<file path="src/hdl/assert_macros.svh">
// Assertion helpers for the list engine
`ifndef ASSERT_MACROS_SVH
`define ASSERT_MACROS_SVH

`define ASSERT_IMPL(label, clk, rst, ante, cons, msg) \
   label: assert property (@(posedge clk) disable iff (rst) (ante) |-> (cons)) \
      else $error(msg);

`define ASSERT_NEXT(label, clk, rst, ante, cons, msg) \
   label: assert property (@(posedge clk) disable iff (rst) (ante) |=> (cons)) \
      else $error(msg);

`endif

</file>
<file path="src/hdl/clle_pkg.sv">
package clle_pkg;

   localparam int ListSlots = 256;
   localparam int SlotW = $clog2(ListSlots);
   localparam int CountW = $clog2(ListSlots + 1);
   localparam int PosW = 9;
   localparam int ValW = 32;

   typedef enum logic [2:0] {
      OP_INSERT = 3'd0,
      OP_DELETE = 3'd1,
      OP_GET    = 3'd2,
      OP_SEARCH = 3'd3,
      OP_CLEAR  = 3'd4
   } opcode_type;

   typedef enum logic [1:0] {
      ST_OK    = 2'd0,
      ST_RANGE = 2'd1,
      ST_FULL  = 2'd2,
      ST_MISS  = 2'd3
   } status_type;

   typedef struct packed {
      logic [2:0]      opcode;
      logic [PosW-1:0] position;
      logic [ValW-1:0] item_value;
   } cmd_type;

   typedef enum logic [3:0] {
      BK_IDLE,
      BK_FREE_SCAN,
      BK_WALK_REQ,
      BK_WALK_WAIT,
      BK_VAL_WAIT,
      BK_SRCH_REQ,
      BK_SRCH_WAIT,
      BK_DEL_WAIT,
      BK_CLEAR,
      BK_DONE
   } back_state_type;

endpackage

</file>
<file path="src/hdl/clle_front.sv">
module clle_front (
   input  logic                 clock,
   input  logic                 reset,
   input  logic                 req_start,
   input  logic [2:0]           req_opcode,
   input  logic [8:0]           req_position,
   input  logic signed [31:0]   req_item_value,
   input  logic                 q_pop,
   output logic                 q_full,
   output logic                 q_valid,
   output clle_pkg::cmd_type    q_cmd
);

   clle_pkg::cmd_type slot_ff [2];
   logic [1:0] count_ff, count_in;
   logic       wr_ptr_ff, wr_ptr_in, rd_ptr_ff, rd_ptr_in;
   logic       push;

   assign q_full  = (count_ff == 2'd2);
   assign q_valid = (count_ff != 2'd0);
   assign q_cmd   = slot_ff[rd_ptr_ff];
   assign push    = req_start && !q_full;

   always_comb begin
      count_in  = count_ff + {1'b0, push} - {1'b0, q_pop};
      wr_ptr_in = wr_ptr_ff ^ push;
      rd_ptr_in = rd_ptr_ff ^ q_pop;
   end

   always_ff @(posedge clock) begin
      if (reset) begin
         count_ff  <= 2'd0;
         wr_ptr_ff <= 1'b0;
         rd_ptr_ff <= 1'b0;
      end else begin
         count_ff  <= count_in;
         wr_ptr_ff <= wr_ptr_in;
         rd_ptr_ff <= rd_ptr_in;
      end
   end

   always_ff @(posedge clock) begin
      if (push) begin
         slot_ff[wr_ptr_ff] <= '{opcode: req_opcode, position: req_position,
                                 item_value: req_item_value};
      end
   end

endmodule

</file>
<file path="config.mk">
export PLATFORM = sky130hd
export DESIGN_NAME = clle_front
export DESIGN_NICKNAME = d
export VERILOG_FILES = /design/src/hdl/assert_macros.svh /design/src/hdl/clle_pkg.sv /design/src/hdl/clle_front.sv
export SDC_FILE = /design/constraint.sdc
export NUM_CORES = 1
export LEC_CHECK = 0
export BUFFER_PORTS_ARGS = -buffer_cell sky130_fd_sc_hd__buf_2
export CORE_ASPECT_RATIO = 1.25
export CORE_UTILIZATION = 30
export DETAILED_ROUTE_END_ITERATION = 16
export PLACE_DENSITY = 0.54
export SYNTH_ARGS = -nofsm -noshare
export SYNTH_HDL_FRONTEND = slang
export SYNTH_SLANG_ARGS = --single-unit
</file>
<file path="constraint.sdc">
create_clock -name clock -period 3.7 [get_ports clock]
set_clock_uncertainty 0.05 [all_clocks]
set_input_delay 0.74 -clock clock [delete_from_list [all_inputs] [get_ports clock]]
set_output_delay 0.74 -clock clock [all_outputs]
set_load 0.02 [all_outputs]
</file>
### Yosys cells after proc, flatten, opt, wreduce, memory -nomap -nowiden

Memory sizes are Yosys's and may differ from the RTL's. A register that Yosys moved wholly into a read port is not among the register bits.
Cells that the tools add are included.
Widths: inputs -> output; s select.

* register bits after elaboration: 4
* RAM bits: 88
* output and inout bits: 46
* word-level logic and storage cells: 15
* memories: 1

Memories
* slot_ff: words 2, bits a word 44, rd ports 1, clocked after memory_dff 1, write ports 1, line clle_front.sv:14 `clle_pkg::cmd_type slot_ff [2];`

* add/sub/neg operators: 2
* equal/unequal tests: 1
* mux-type cells: 3
* bitwise logic cells: 2
* reduce and logical (&&, ||, !) cells: 3

Operator list (count)
* $mux 1: 3
* $add 2x1->2: 1
* $eq 2x2->1 const B: 1
* $reduce_bool 2->1: 1
* $sub 2x1->2: 1
* $xor 1x1->1: 2
* $logic_and 1x1->1: 1
* $logic_not 1->1: 1

### Logic depth before layout (Yosys ltp)

* depth in word-level cells: 5
* gate-level depth with buffers: 7
* mapped depth without buffers: 7

### Least setup slack after synthesis

OpenSTA, ideal clock, no wires.

* kind: input port to flip-flop
* start point: input port req_start
* end point: memory slot_ff[1][0] (netlist bit), enable pin
* data arrival time: 1976 ps
* required time: 3244 ps
* path slack: 1268 ps
* cell stages on the path: 2
* path buffers: 0
* cells stage by stage: and2_1 > ha_1

* longest elaborated chain between the ends: 3

Ends and longest elaborated chain
* from (decl): line clle_front.sv:4 `input logic req_start,`
* $logic_and 1x1->1: line clle_front.sv:22 `assign push = req_start && !q_full;`
* $mux 1: line clle_front.sv:43 `if (push) begin`
* $mux 1 (implied by the code): line clle_front.sv:44 `slot_ff[wr_ptr_ff] <= '{opcode: req_opcode, position: req_position,`
* to (decl): line clle_front.sv:14

No other way between the ends.

==> flow_summary_export.csv <==
group,metric,value,unit
timing,fin_tns_setup,0,ns
synthesis,synth.top_cells.by_area,"sky130_fd_sc_hd__edfxtp_1, sky130_fd_sc_hd__mux2_4, sky130_fd_sc_hd__buf_12",
synthesis,top_cell_type_s_share_of_synthesized_area,0.736,
placement,place.port_buffers,93,
route,first_iter_violations,51,
die,die-area,12400,um2
power,comb_power_share,0.204,
grt,gr-total-overflow,0,
worst_setup_path,worstPathArrival,1.82,ns
power,p_per_area,635,nW/um2
grt,grt_start_max_net_pins,46,
worst_setup_path,critPathLaunch,"rd_ptr_ff",
synthesis,synthesis.yosys.warnings,0,
min_path,timing.hold.worst_path_depth,1,
worst_setup_path,worst_setup_path_end_kind,"output port",
timing,rsz0062_at_grt,"no",
route,drc,0,
die,num_rows,44,
route,routed-via-count,1715,
synthesis,netlist-cell-type-count,16,
timing,max_freq,0.383,GHz
min_path,worstHoldStart,"req_position[7]",
worst_setup_path,timing.critical_path.slowest_cell_delay,0.90,ns
route,routed_wirelength,5620,um
power,power_frac_clock,0.304,
power,ir_worst_vdd,0.215,mV
worst_setup_path,critical_path_peak_fanout,45,
cells_and_area,final_design_area_no_fill,4480,um2
timing,maxSlewViolCount,0,
timing,post-route-period-util,0.707,
route,mean_routed_wirelength_per_cell,13.2,um
cells_and_area,area_growth_syn_to_layout,24.8,%
clock_network,clock_tree.htree_level_count,3,
power,internal_cell_power,2120,uW
clock_network,cts_num_sinks,92,
die,floorplan.core_area,11600,um2
cells_and_area,final_nets,312,
grt,antenna_found_initial,0,
grt,first_pass_grt_wire_length,8960,um
clock_network,worst_skew_pair.late_latency,0.32,ns
worst_setup_path,cp_data_required_time,2.91,ns
synthesis,synthesis.nets,210,
route,drt-vias-per-instance,4.03,
clock_network,number_of_buffers_created_by_cts,9,
grt,via_count_of_the_first_global_routing_pass,1751,
power,p_sw_frac,0.256,
route,detailedRoute.firstPassIterationCount,4,
worst_setup_path,type_of_the_worst_setup_path,"reg -> out",
timing,hold_violations,0,
cells_and_area,drive_gt1_frac,0.592,
clock_network,root_buffer,"sky130_fd_sc_hd__clkbuf_16",
die,die-height,124,um
synthesis,synth.largest_area_cell,"sky130_fd_sc_hd__edfxtp_1",
timing,tightest_slew,0.849,ns
timing,slew_headroom,0.434,
cells_and_area,antenna_cells_inserted,0,
die,start_util,0.309,
synthesis,post_syn_area,3590,um2
die,die-width,99.8,um
worst_setup_path,crit_path_cell_trace,"mux2_2 > buf_2",
min_path,min-delay-path-class,"in -> reg",
die,floorplan.io_pins,94,
power,leakage,0.00177,uW
clock_network,clock_transition_at_path_regs,0.06,ns
power,seq_pwr_share,0.492,
outcome,outcome,"complete, no violations",
power,p_sw,728,uW
clock_network,cts.hold.buffers_added,0,
synthesis,seq_area_frac_synth,0.759,
synthesis,ys_ff_latch,92,
grt,grt.total_usage,0.0974,
route,drtAntennaViolNets,0,
worst_setup_path,r2r_start,"count_ff[0]",
clock_network,post_cts_resize_count,0,
timing,final_period_minus_worst_setup_slack,2.61,ns
power,total_power,2840,uW
synthesis,post_synth.cell_area_avg,22.7,um2
timing,finalSetupViolCount,0,
placement,placement.cell_area,4200,um2
worst_setup_path,worst_r2r_path_depth,4,
placement,routabilityCongestion,0.636,
placement,place.detailed.hpwl,3660,um
flow_run,maxCapViolCount,0,
worst_setup_path,critical_path.slowest_cell,"sky130_fd_sc_hd__dfxtp_4",
synthesis,syn-instance-count,158,
clock_network,cts-root-to-sink-buffers,2,
worst_setup_path,critical_path.startpoint_type,"flop",
clock_network,post-cts-setup-buffer-count,0,
clock_network,tritoncts_clock_tree,"done",
## sequential cells by signal, summed over array words and instances (netlist names)
signal and cells:
wr_ptr_ff 1, slot_ff 88, rd_ptr_ff 1, count_ff 2
## cells in the mapped netlist, drive strengths merged
cell and instances:
nand2b 1, inv 3, xnor3 1, nand2 1, xnor2 1, ha 4
nor2 3, buf 5, mux2 44, or2 1, nor2b 1, dfxtp 4
and2 1, edfxtp 88
## routing by layer
metal / vias to the layer above / routed length (um) / global-route usage
met5: - / 0 / 0
met4: 0 / 87 / 0.0415
met3: 5 / 359 / 0.0376
met2: 57 / 2850 / 0.157
met1: 841 / 2320 / 0.115
li1: 812 / - / -
## path summary, 6_finish.rpt
path / to / slack, ns
setup / recovery: q_cmd[41] / 1.09
hold / removal: slot_ff[1][39] / 0.55
setup reg to reg: slot_ff[1][19] / 1.65
hold reg to reg: wr_ptr_ff / 0.56
## worst max-delay path, delay by kind of cell (launching register included)
family   cells  cell delay, ns
flops        1            0.90
buf+inv      1            0.16
mux          1            0.41
## cells by family after synthesis
kind of cell             Yosys count  share of synthesized area
AND/OR/NAND/NOR                    8                     0.0112
adder cells (fa/ha/maj)            4                     0.0139
flip-flops                        92                      0.759
buffers and inverters              8                     0.0286
XOR/XNOR                           2                    0.00872
multiplexers                      44                      0.179
## power groups by stage
| stage | sequential, uW | clock (uW) | combinational [uW] |
|---|---|---|---|
| 2_1_floorplan | 1390 | 0 | 450 |
| 6_report | 1400 | 864 | 581 |
| 5_1_grt | 1420 | 942 | 631 |
| 3_3_place_gp | 1420 | 0 | 593 |
| 4_1_cts | 1400 | 899 | 598 |
| 3_5_place_dp | 1420 | 0 | 595 |
## stage by stage
stage | utilization | hold WS, ns | cells | setup WS, ns
2_1_floorplan | - | 0.482 | 158 | 1.27
3_3_place_gp | 0.361 | 0.534 | 410 | 1.28
3_5_place_dp | 0.361 | 0.541 | 410 | 1.26
4_1_cts | 0.386 | 0.533 | 426 | 1.02
5_1_grt | 0.386 | 0.533 | 426 | 0.983
6_report | 0.386 | 0.550 | 426 | 1.09
## placed cells by master (no fill, tap or decap)
master	instances
sky130_fd_sc_hd__nor2b_1	1
sky130_fd_sc_hd__clkbuf_1	1
sky130_fd_sc_hd__and2_1	1
sky130_fd_sc_hd__xnor3_1	1
sky130_fd_sc_hd__clkinv_1	2
sky130_fd_sc_hd__nor2_1	3
sky130_fd_sc_hd__or2_2	1
sky130_fd_sc_hd__edfxtp_1	88
sky130_fd_sc_hd__ha_2	2
sky130_fd_sc_hd__clkinvlp_4	1
sky130_fd_sc_hd__clkinv_2	2
sky130_fd_sc_hd__clkbuf_16	9
sky130_fd_sc_hd__dfxtp_4	1
sky130_fd_sc_hd__mux2_4	39
sky130_fd_sc_hd__bufinv_16	1
sky130_fd_sc_hd__nand2b_1	1
sky130_fd_sc_hd__nand2_1	1
sky130_fd_sc_hd__xnor2_1	1
sky130_fd_sc_hd__mux2_2	5
sky130_fd_sc_hd__ha_1	2
sky130_fd_sc_hd__dfxtp_1	3
sky130_fd_sc_hd__buf_4	3
sky130_fd_sc_hd__inv_1	3
sky130_fd_sc_hd__buf_2	93
## area by class of cell
class	instances	area [um2]
clock buffer	10	229
clock inverter	6	55.1
fill	1096	7140
inverter	3	11.3
multi-input combinational	58	768
sequential	92	2730
tap	161	201
timing repair buffer	96	488
No activity file was read; power rests on OpenSTA's default activity.
